--- src/rtl/mlpsf_pkg.sv ---
// ----------------------------------------------------------------------------
// mlpsf_pkg
// Shared types, constants and the sigmoid table for the perceptron block.
// ----------------------------------------------------------------------------
package mlpsf_pkg;

    localparam int ACC_W = 40;

    typedef enum logic [2:0] {
        REG_INPUT_COUNT  = 3'd0,
        REG_HIDDEN_COUNT = 3'd1,
        REG_OUTPUT_COUNT = 3'd2,
        REG_WEIGHT_LOW   = 3'd3,
        REG_WEIGHT_HIGH  = 3'd4
    } reg_idx_t;

    localparam logic CMD_LOAD   = 1'b0;
    localparam logic CMD_SAMPLE = 1'b1;

    typedef enum logic [3:0] {
        ST_IDLE,
        ST_LOAD_MUL,
        ST_LOAD_DIV,
        ST_LOAD_WR,
        ST_BIAS_RD,
        ST_BIAS_WAIT,
        ST_MAC_RD,
        ST_MAC_WAIT,
        ST_MAC_MUL,
        ST_MAC_ACC,
        ST_SIG_A,
        ST_SIG_B,
        ST_SIG_C
    } state_t;

    // commands from controller to datapath
    typedef struct packed {
        logic load_mul;
        logic load_div;
        logic load_wr;
        logic sample_wr;
        logic bias_load;
        logic mac_mul;
        logic mac_acc;
        logic sig_a;
        logic sig_b;
        logic sig_c;
        logic hid_wr;
        logic out_strobe;
        logic out_last;
        logic layer;     // 0 hidden, 1 output
    } ctrl_t;

    function automatic logic [15:0] sig_lut(input logic [5:0] i);
        logic [15:0] r;
        case (i)
            6'd0: r = 16'd22;       6'd1: r = 16'd36;
            6'd2: r = 16'd60;       6'd3: r = 16'd98;
            6'd4: r = 16'd162;      6'd5: r = 16'd267;
            6'd6: r = 16'd439;      6'd7: r = 16'd720;
            6'd8: r = 16'd1179;     6'd9: r = 16'd1921;
            6'd10: r = 16'd3108;    6'd11: r = 16'd4971;
            6'd12: r = 16'd7812;    6'd13: r = 16'd11955;
            6'd14: r = 16'd17626;   6'd15: r = 16'd24743;
            6'd16: r = 16'd32768;   6'd17: r = 16'd40793;
            6'd18: r = 16'd47910;   6'd19: r = 16'd53581;
            6'd20: r = 16'd57724;   6'd21: r = 16'd60565;
            6'd22: r = 16'd62428;   6'd23: r = 16'd63615;
            6'd24: r = 16'd64357;   6'd25: r = 16'd64816;
            6'd26: r = 16'd65097;   6'd27: r = 16'd65269;
            6'd28: r = 16'd65374;   6'd29: r = 16'd65438;
            6'd30: r = 16'd65476;   6'd31: r = 16'd65500;
            6'd32: r = 16'd65514;
            default: r = 16'd65514;
        endcase
        return r;
    endfunction

endpackage

--- src/rtl/mlpsf_ctrl.sv ---
// ----------------------------------------------------------------------------
// mlpsf_ctrl
// Sequencer: weight scaling steps, sample buffering and the MAC walk.
// ----------------------------------------------------------------------------
module mlpsf_ctrl #(
    parameter int MAX_INPUTS   = 16,
    parameter int MAX_HIDDEN   = 16,
    parameter int MAX_OUTPUTS  = 8,
    parameter int WEIGHT_DEPTH = 512
) (
    input  logic                            clk,
    input  logic                            rst_n,
    input  logic                            start,
    input  logic                            cmd,
    input  logic [4:0]                      input_count,
    input  logic [4:0]                      hidden_count,
    input  logic [3:0]                      output_count,
    output logic                            busy,
    output mlpsf_pkg::ctrl_t                ctrl,
    output logic [$clog2(WEIGHT_DEPTH):0]   waddr,     // one extra bit: beyond store
    output logic [6:0]                      unit_idx,
    output logic [6:0]                      term_idx
);
    import mlpsf_pkg::*;

    localparam int AW = $clog2(WEIGHT_DEPTH) + 1;
    localparam int RW = 16;

    state_t state_reg, state_next;
    logic [6:0] pos_reg, pos_next;
    logic [6:0] unit_reg, unit_next;
    logic [6:0] term_reg, term_next;
    logic       layer_reg, layer_next;
    logic [RW-1:0] row_reg, row_next;
    logic [RW-1:0] raddr;

    logic [6:0] ni, nh, no, nterm, nunit;

    always_comb
    begin
        ni = (input_count == 5'd0) ? 7'd1 :
             (7'(input_count) > 7'(MAX_INPUTS)) ? 7'(MAX_INPUTS) : 7'(input_count);
        nh = (hidden_count == 5'd0) ? 7'd1 :
             (7'(hidden_count) > 7'(MAX_HIDDEN)) ? 7'(MAX_HIDDEN) : 7'(hidden_count);
        no = (output_count == 4'd0) ? 7'd1 :
             (7'(output_count) > 7'(MAX_OUTPUTS)) ? 7'(MAX_OUTPUTS) : 7'(output_count);
        nterm = layer_reg ? nh : ni;
        nunit = layer_reg ? no : nh;
    end

    always_ff @(posedge clk or negedge rst_n)
    begin
        if (!rst_n)
        begin
            state_reg <= ST_IDLE;
            pos_reg   <= '0;
            unit_reg  <= '0;
            term_reg  <= '0;
            layer_reg <= 1'b0;
            row_reg   <= '0;
        end
        else
        begin
            state_reg <= state_next;
            pos_reg   <= pos_next;
            unit_reg  <= unit_next;
            term_reg  <= term_next;
            layer_reg <= layer_next;
            row_reg   <= row_next;
        end
    end

    assign busy     = (state_reg != ST_IDLE);
    assign unit_idx = unit_reg;
    assign term_idx = (pos_reg >= 7'(MAX_INPUTS)) && (state_reg == ST_IDLE)
                      ? 7'(MAX_INPUTS - 1) : (state_reg == ST_IDLE ? pos_reg : term_reg);

    always_comb
    begin
        state_next = state_reg;
        pos_next   = pos_reg;
        unit_next  = unit_reg;
        term_next  = term_reg;
        layer_next = layer_reg;
        row_next   = row_reg;
        ctrl       = '0;
        ctrl.layer = layer_reg;
        raddr      = row_reg + RW'(term_reg);
        case (state_reg)
            ST_IDLE:
            begin
                if (start)
                begin
                    if (cmd == CMD_LOAD)
                    begin
                        ctrl.load_mul = 1'b1;
                        state_next    = ST_LOAD_MUL;
                    end
                    else
                    begin
                        ctrl.sample_wr = 1'b1;
                        if (((pos_reg >= 7'(MAX_INPUTS)) ? 7'(MAX_INPUTS) : pos_reg + 7'd1)
                            < ni)
                        begin
                            pos_next = pos_reg + 7'd1;
                        end
                        else
                        begin
                            pos_next   = '0;
                            layer_next = 1'b0;
                            unit_next  = '0;
                            row_next   = '0;
                            state_next = ST_BIAS_RD;
                        end
                    end
                end
            end
            ST_LOAD_MUL:
            begin
                ctrl.load_div = 1'b1;
                state_next    = ST_LOAD_DIV;
            end
            ST_LOAD_DIV:
            begin
                state_next = ST_LOAD_WR;
            end
            ST_LOAD_WR:
            begin
                ctrl.load_wr = 1'b1;
                state_next   = ST_IDLE;
            end
            ST_BIAS_RD:
            begin
                raddr      = row_reg + RW'(nterm);
                state_next = ST_BIAS_WAIT;
            end
            ST_BIAS_WAIT:
            begin
                ctrl.bias_load = 1'b1;
                term_next      = '0;
                state_next     = ST_MAC_RD;
            end
            ST_MAC_RD:
            begin
                state_next = ST_MAC_WAIT;
            end
            ST_MAC_WAIT:
            begin
                ctrl.mac_mul = 1'b1;
                state_next   = ST_MAC_MUL;
            end
            ST_MAC_MUL:
            begin
                state_next = ST_MAC_ACC;
            end
            ST_MAC_ACC:
            begin
                ctrl.mac_acc = 1'b1;
                if (term_reg + 7'd1 < nterm)
                begin
                    term_next  = term_reg + 7'd1;
                    state_next = ST_MAC_RD;
                end
                else
                begin
                    state_next = ST_SIG_A;
                end
            end
            ST_SIG_A:
            begin
                ctrl.sig_a = 1'b1;
                state_next = ST_SIG_B;
            end
            ST_SIG_B:
            begin
                ctrl.sig_b = 1'b1;
                state_next = ST_SIG_C;
            end
            ST_SIG_C:
            begin
                ctrl.sig_c = 1'b1;
                row_next   = row_reg + RW'(nterm) + RW'(1);
                term_next  = '0;
                if (!layer_reg)
                begin
                    ctrl.hid_wr = 1'b1;
                end
                else
                begin
                    ctrl.out_strobe = 1'b1;
                    ctrl.out_last   = (unit_reg + 7'd1 == nunit);
                end
                if (unit_reg + 7'd1 < nunit)
                begin
                    unit_next  = unit_reg + 7'd1;
                    state_next = ST_BIAS_RD;
                end
                else if (!layer_reg)
                begin
                    unit_next  = '0;
                    layer_next = 1'b1;
                    state_next = ST_BIAS_RD;
                end
                else
                begin
                    state_next = ST_IDLE;
                end
            end
            default:
            begin
                state_next = ST_IDLE;
            end
        endcase
        // flag any address past the store so the read answers zero
        waddr = (raddr >= RW'(WEIGHT_DEPTH)) ? {1'b1, (AW-1)'(0)}
                                             : {1'b0, raddr[AW-2:0]};
    end

    property p_strobe_in_output_layer;
        @(posedge clk) disable iff (!rst_n) ctrl.out_strobe |-> layer_reg;
    endproperty
    a_strobe_layer: assert property (p_strobe_in_output_layer)
        else $error("result strobe outside output layer");

    property p_idle_after_last;
        @(posedge clk) disable iff (!rst_n) ctrl.out_last |=> (state_reg == ST_IDLE);
    endproperty
    a_idle_after_last: assert property (p_idle_after_last)
        else $error("pass did not end after last result");

    property p_term_bound;
        @(posedge clk) disable iff (!rst_n) ctrl.mac_acc |-> (term_reg < nterm);
    endproperty
    a_term_bound: assert property (p_term_bound)
        else $error("term index past row length");
endmodule

--- config.mk ---
export PLATFORM = sky130hd
export DESIGN_NAME = mlpsf_ctrl
export DESIGN_NICKNAME = d
export VERILOG_FILES = /design/src/rtl/mlpsf_pkg.sv /design/src/rtl/mlpsf_ctrl.sv
export SDC_FILE = /design/constraint.sdc
export NUM_CORES = 1
export LEC_CHECK = 0
export ABC_AREA = 0
export BUFFER_PORTS_ARGS = -buffer_cell sky130_fd_sc_hd__buf_4
export CORE_ASPECT_RATIO = 2
export CORE_MARGIN = 4
export CORE_UTILIZATION = 25
export CTS_CLUSTER_SIZE = 16
export DETAILED_ROUTE_END_ITERATION = 10
export HOLD_SLACK_MARGIN = 0.02
export SETUP_SLACK_MARGIN = 0.3
export SYNTH_ARGS = -nofsm -noshare
export SYNTH_HDL_FRONTEND = slang
export SYNTH_SLANG_ARGS = --single-unit
--- constraint.sdc ---
create_clock -name clk -period 8 [get_ports clk]
set_input_delay 1.6 -clock clk [delete_from_list [all_inputs] [get_ports clk]]
set_output_delay 1.6 -clock clk [all_outputs]
set_load 0.005 [all_outputs]
---- Word-level counts from Yosys, hierarchy flattened ----
Index checks and enable logic that the tools add are counted.
storage, ports and cells
  bits in registers ....................... 42
  input port bits ......................... 18
  output and inout bits ................... 39
  logic and storage cells ................. 109
operators by class
  add/sub/neg operators ................... 6
  $lt $le $gt $ge ......................... 8
  equal/unequal tests ..................... 20
  muxes and demuxes ....................... 54
  reductions and logical operators ........ 15
operators with widths
  kind                                                                 number
  two-way mux 7 bit                                                    10
  two-way mux 16 bit                                                   4
  case mux 4 bit (12 select lines)                                     1
  case mux 16 bit (2 select lines)                                     1
  two-way mux 5 bit                                                    6
  two-way mux 4 bit                                                    7
  case mux 7 bit (2 select lines)                                      2
  adder 7 x 1 -> 7 bit, second input constant                          3
  < comparator 7 x 5 -> 1 bit                                          3
  == test 4 bit, second input constant                                 5
  two-way mux 1 bit                                                    18
  adder 16 x 1 -> 16 bit, second input constant                        1
  adder 16 x 5 -> 16 bit                                               1
  adder 16 x 7 -> 16 bit                                               1
  == test 4 x 3 -> 1 bit, second input constant                        4
  greater-or-equal comparator 16 x 10 -> 1 bit, second input constant  1
  greater-than comparator 5 bit, second input constant                 2
  logical NOT 5 bit                                                    2
  two-way mux 10 bit                                                   1
  != test 2 bit, second input constant                                 5
  AND reduction 5 bit                                                  2
  == test 4 x 2 -> 1 bit, second input constant                        2
  logical NOT 4 bit                                                    2
  == test 7 x 5 -> 1 bit                                               1
  other kinds (14)                                                     18

---- Depth between registers and ports, before layout ----
  depth after elaboration ................. 8
  mapped depth ............................ 14
  gate-level depth less buffers ........... 13

---- Worst setup path before layout ----
OpenSTA, ideal clock, no wires.
  path kind ............................... input to output
  start ................................... in hidden_count[4]
  end ..................................... out waddr[1]
  arrival ................................. 3997 ps
  required time ........................... 6400 ps
  setup slack ............................. 2403 ps
  cell stages on the path ................. 13
  buffers on the path ..................... 1
  path through ............................ clkbuf_1 o21bai_1 o21ai_1 ha_1 fa_1 a21oi_1 o311ai_2 nand2_1 xor2_1 nand2_1 o21ai_2 nand4_4 a211oi_2
between the ends
  cells in the longest elaborated chain, start to end .. 8
  elaborated cells on any way between the ends .. 9
  classes of those cells .................. add/sub (1); order compare (2); mux (5); reduce/logical (1)
RTL lines
  element                                       line               source
  start: declaration                            mlpsf_ctrl.sv:16   input logic [4:0] hidden_count,
  greater-than comparator 5 bit                 mlpsf_ctrl.sv:44   (7'(hidden_count) > 7'(MAX_HIDDEN)) ? 7'(MAX_HIDDEN) : 7'(hidden_count);
  two-way mux 5 bit                             mlpsf_ctrl.sv:44
  two-way mux 5 bit (*)                         mlpsf_ctrl.sv:43   nh = (hidden_count == 5'd0) ? 7'd1 :
  two-way mux 5 bit (*)                         mlpsf_ctrl.sv:47   nterm = layer_reg ? nh : ni;
  adder 16 x 5 -> 16 bit (*)                    mlpsf_ctrl.sv:134  raddr = row_reg + RW'(nterm);
  two-way mux 16 bit (*)                        mlpsf_ctrl.sv:89   case (state_reg)
  greater-or-equal comparator 16 x 10 -> 1 bit  mlpsf_ctrl.sv:215  waddr = (raddr >= RW'(WEIGHT_DEPTH)) ? {1'b1, (AW-1)'(0)}
  two-way mux 10 bit (*)                        mlpsf_ctrl.sv:215
  end: declaration                              mlpsf_ctrl.sv:20   output logic [$clog2(WEIGHT_DEPTH):0] waddr,
Mark *: on every way between the ends. The rest lies on a longest branch, timed or not.

---- Final worst setup path ----
  start ................................... in hidden_count[1]
  end ..................................... out waddr[1]
Same word-level chain as after synthesis.

==> impl_metrics.prom <==
# TYPE chip_impl_metric gauge
chip_impl_info{name="outcome",value="finished clean"} 1
chip_impl_metric{name="largest_register_ff_count",unit=""} 16
chip_impl_metric{name="clock_transition_time_at_the_flip_flop_clock_pins_of_the_worst_setup_and_hold_paths",unit="ps"} 70
chip_impl_metric{name="syn_warnings",unit=""} 0
chip_impl_metric{name="htree_levels",unit=""} 2
chip_impl_info{name="critical_path.startpoint_type",value="input pin"} 1
chip_impl_info{name="path_cells",value="buf_4, nor3_1, o21bai_1, o21ai_1, ha_1, fa_1, a21oi_1, o311ai_2, nand2_1, xor2_1, nand2_1, o21ai_2, nand4_4, a211oi_2, buf_4"} 1
chip_impl_metric{name="max-clock-path-buffers",unit=""} 2
chip_impl_metric{name="critical_path.n_buffers_inverters",unit=""} 2
chip_impl_metric{name="drt-pass1-iter-count",unit=""} 5
chip_impl_metric{name="post_synth_instance_area",unit="µm²"} 4080
chip_impl_metric{name="power_per_cell_area",unit="nW/µm²"} 292
chip_impl_metric{name="grt_max_degree",unit=""} 43
chip_impl_metric{name="ff_latch_area",unit="µm²"} 1050
chip_impl_metric{name="die_width",unit="µm"} 98.4
chip_impl_metric{name="port_buffers",unit=""} 56
chip_impl_info{name="yosys.cell_count.top_type",value="sky130_fd_sc_hd__nand2_1"} 1
chip_impl_info{name="postSynth.topFlopCell",value="sky130_fd_sc_hd__dfrtp_1"} 1
chip_impl_metric{name="rows",unit=""} 65
chip_impl_metric{name="post_synth_num_cell_types",unit=""} 75
chip_impl_metric{name="mappedNetlistNets",unit=""} 550
chip_impl_metric{name="post_cts_hold_buffer_count",unit=""} 0
chip_impl_metric{name="power.leakage",unit="nW"} 2.15
chip_impl_metric{name="nets",unit=""} 592
chip_impl_metric{name="cts_num_sinks",unit=""} 42
chip_impl_info{name="yosys.area.top_type",value="sky130_fd_sc_hd__dfrtp_1"} 1
chip_impl_metric{name="wire_per_inst",unit="µm"} 17.0
chip_impl_metric{name="synth-seq-area-share",unit=""} 0.257
chip_impl_metric{name="core_area",unit="µm²"} 15900
chip_impl_info{name="cts_tree",value="built"} 1
chip_impl_metric{name="critical_path_required",unit="ps"} 6400
chip_impl_info{name="synth_commonest_cells",value="sky130_fd_sc_hd__nand2_1, sky130_fd_sc_hd__dfrtp_1, sky130_fd_sc_hd__o21ai_0"} 1
chip_impl_metric{name="post_synth.cell_area_avg",unit="µm²"} 8.17
chip_impl_metric{name="final-hold-violation-count",unit=""} 0
chip_impl_info{name="post_synth_main_area_contributors",value="sky130_fd_sc_hd__dfrtp_1, sky130_fd_sc_hd__ha_1, sky130_fd_sc_hd__nand2_1"} 1
chip_impl_metric{name="number_of_global_route_vias_before_repair",unit=""} 3967
chip_impl_metric{name="route.detailed.drc",unit=""} 0
chip_impl_metric{name="max_slew_margin",unit=""} 0.442
chip_impl_metric{name="top_fanout_value_on_the_critical_path",unit=""} 10
chip_impl_info{name="worst_setup_path_end_kind",value="output port"} 1
chip_impl_metric{name="number_of_pins_with_negative_max_slew_slack_in_the_final_report",unit=""} 0
chip_impl_metric{name="synthesis.instances",unit=""} 500
chip_impl_info{name="slowest_stage_cell_on_the_critical_path",value="sky130_fd_sc_hd__xor2_1"} 1
chip_impl_metric{name="synthToLayoutAreaGrowth",unit="%"} 17.2
chip_impl_metric{name="cts_resized",unit=""} 0
chip_impl_metric{name="vdd_ir_drop_max",unit="mV"} 0.130
chip_impl_metric{name="totalNegativeSetupSlack",unit="ps"} 0
chip_impl_metric{name="final_antenna_net_count",unit=""} 0
chip_impl_metric{name="yosys.area.top_type_share",unit=""} 0.257
chip_impl_metric{name="synth_seq_cells",unit=""} 42
chip_impl_metric{name="max_cap_viols",unit=""} 0
chip_impl_metric{name="setup_viol",unit=""} 0
chip_impl_metric{name="grt_antenna_before_repair",unit=""} 0
chip_impl_metric{name="post_drt_via_cell_ratio",unit=""} 5.21
chip_impl_metric{name="total_area_of_multi_input_combinational_cells",unit="µm²"} 2820
chip_impl_info{name="timing.hold.worst.class",value="flip-flop to flip-flop"} 1
chip_impl_metric{name="num-fill-cells",unit=""} 1794
chip_impl_metric{name="fp.dieArea",unit="µm²"} 18600
chip_impl_metric{name="floorplan.initialDensity",unit=""} 0.256
chip_impl_metric{name="timing_worst_slew_pin_value",unit="ps"} 834
chip_impl_metric{name="track_usage",unit=""} 0.139
chip_impl_metric{name="gpl.final_weighted_congestion",unit=""} 0.910
chip_impl_metric{name="finClkSkew",unit="ps"} 8.20
chip_impl_metric{name="wire_length_of_the_first_global_routing_pass",unit="µm"} 20600
chip_impl_metric{name="vias",unit=""} 3869
chip_impl_metric{name="tritoncts.num_buffers",unit=""} 5
chip_impl_metric{name="share_of_synthesized_flip_flops_with_an_asynchronous_set_or_reset",unit=""} 1.00
chip_impl_metric{name="post_route_cells_drive_above_1_share",unit=""} 0.179
chip_impl_metric{name="dp.cells",unit=""} 736
chip_impl_metric{name="globalRoute.totalOverflow",unit=""} 0
chip_impl_metric{name="max_freq",unit="MHz"} 161
chip_impl_metric{name="pin_count",unit=""} 57
chip_impl_metric{name="dpl_cell_area",unit="µm²"} 4650
chip_impl_metric{name="stdcell_count",unit=""} 743
chip_impl_metric{name="min_period_over_period",unit=""} 0.776
chip_impl_metric{name="critPathMaxStageDelay",unit="ps"} 460
chip_impl_metric{name="total_power",unit="mW"} 1.40
chip_impl_metric{name="wirelength",unit="µm"} 12600
chip_impl_metric{name="final_cell_area",unit="µm²"} 4790
chip_impl_info{name="rsz0062_at_grt",value="no"} 1
chip_impl_metric{name="detail_route.iter0.violations",unit=""} 188
chip_impl_metric{name="cts.repair_timing.setup_buffer_count",unit=""} 0
chip_impl_info{name="root_buffer",value="sky130_fd_sc_hd__clkbuf_16"} 1
chip_impl_info{name="criticalPathCategory",value="input pin to output port"} 1
chip_impl_metric{name="worst_skew_pair.late_latency",unit="ps"} 300
chip_impl_metric{name="final_period_minus_worst_setup_slack",unit="ps"} 6210
chip_impl_metric{name="antenna-diode-count",unit=""} 0
chip_impl_metric{name="data_arrival_critical_path",unit="ps"} 4610
chip_impl_metric{name="place.detailed.hpwl",unit="µm"} 10200
chip_impl_metric{name="synth_edf_count",unit=""} 0
chip_impl_metric{name="height_of_the_chip",unit="µm"} 189
chip_impl_info{name="cpLargestDelayFamily",value="compound AO/OA/AOI/OAI gates"} 1
final cells by class:
type,instances,share of cell area
timing repair buffer,58,0.0910
multi-input combinational,411,0.589
tap,201,0.0525
clock inverter,2,0.00314
sequential,42,0.220
inverter,24,0.0188
clock buffer,5,0.0261
layout by cell type, fill, tap and decap left out, drive strengths merged, types with 7 or more instances in the layout:
| master | netlist | final |
|---|---|---|
| nor2 | 35 | 35 |
| nor3 | 12 | 12 |
| nand2 | 50 | 50 |
| o31ai | 9 | 9 |
| nand3 | 23 | 23 |
| o21ai | 46 | 46 |
| nand2b | 15 | 15 |
| ha | 30 | 30 |
| xnor2 | 17 | 17 |
| nor2b | 12 | 12 |
| and3 | 10 | 10 |
| a21oi | 35 | 35 |
| inv | 24 | 24 |
| and2 | 7 | 7 |
| nand4 | 11 | 11 |
| buf | 11 | 58 |
| xor2 | 16 | 16 |
| dfrtp | 42 | 42 |
worst register-to-register path: cells and delay by family (launching register included):
kind	cells	cell delay, ps
buf+inv	1	240
fa+ha+maj	2	670
flops	1	630
simple gates	3	870
compound gates	5	790
xor+xnor	2	450
cells by family after synthesis:
family,after synthesis,synth area share
AOI/OAI and AO/OA,139,0.225
xor gates and xnor gates,33,0.0790
adders and majority gates,32,0.102
buffers and inverters,47,0.0524
DFF,42,0.257
muxes,4,0.0101
and+or+nand+nor,203,0.274
path summary, 6_finish.rpt:
kind / startpoint / endpoint / slack (ps) / cells after the start
worst min-delay path: pos_reg[6] / pos_reg[6] / 530 / 1
max in group asynchronous: rst_n / row_reg[13] / 6270 / 1
min in group asynchronous: rst_n / row_reg[10] / 1300 / 1
worst min register to register: pos_reg[6] / pos_reg[6] / 530 / 1
worst max register to register: layer_reg / row_reg[10] / 4210 / 13
worst max-delay path: hidden_count[1] / waddr[1] / 1790 / 15
per-stage QoR:
step | setup WS, ps | hold slack, ps | util
after global placement | 1810 | 514 | 0.292
after CTS | 1780 | 528 | 0.300
after global routing | 1580 | 548 | 0.300
final | 1790 | 529 | 0.300
after detailed placement | 1780 | 516 | 0.292
after floorplan | 2400 | 476 | -
power breakdown:
part	total, mW	switching, mW	internal [mW]
Combinational	0.809	0.466	0.343
Clock	0.205	0.0908	0.114
Sequential	0.382	0.116	0.265
routing by layer:
layer / vias to the layer above / GRT usage / share of wire
li1: 1890 / - / -
met1: 1867 / 0.129 / 0.34
met2: 83 / 0.286 / 0.60
met3: 29 / 0.0137 / 0.024
met4: 0 / 0.0726 / 0.042
met5: - / 0 / 0
(Power assumes the default switching activity.)
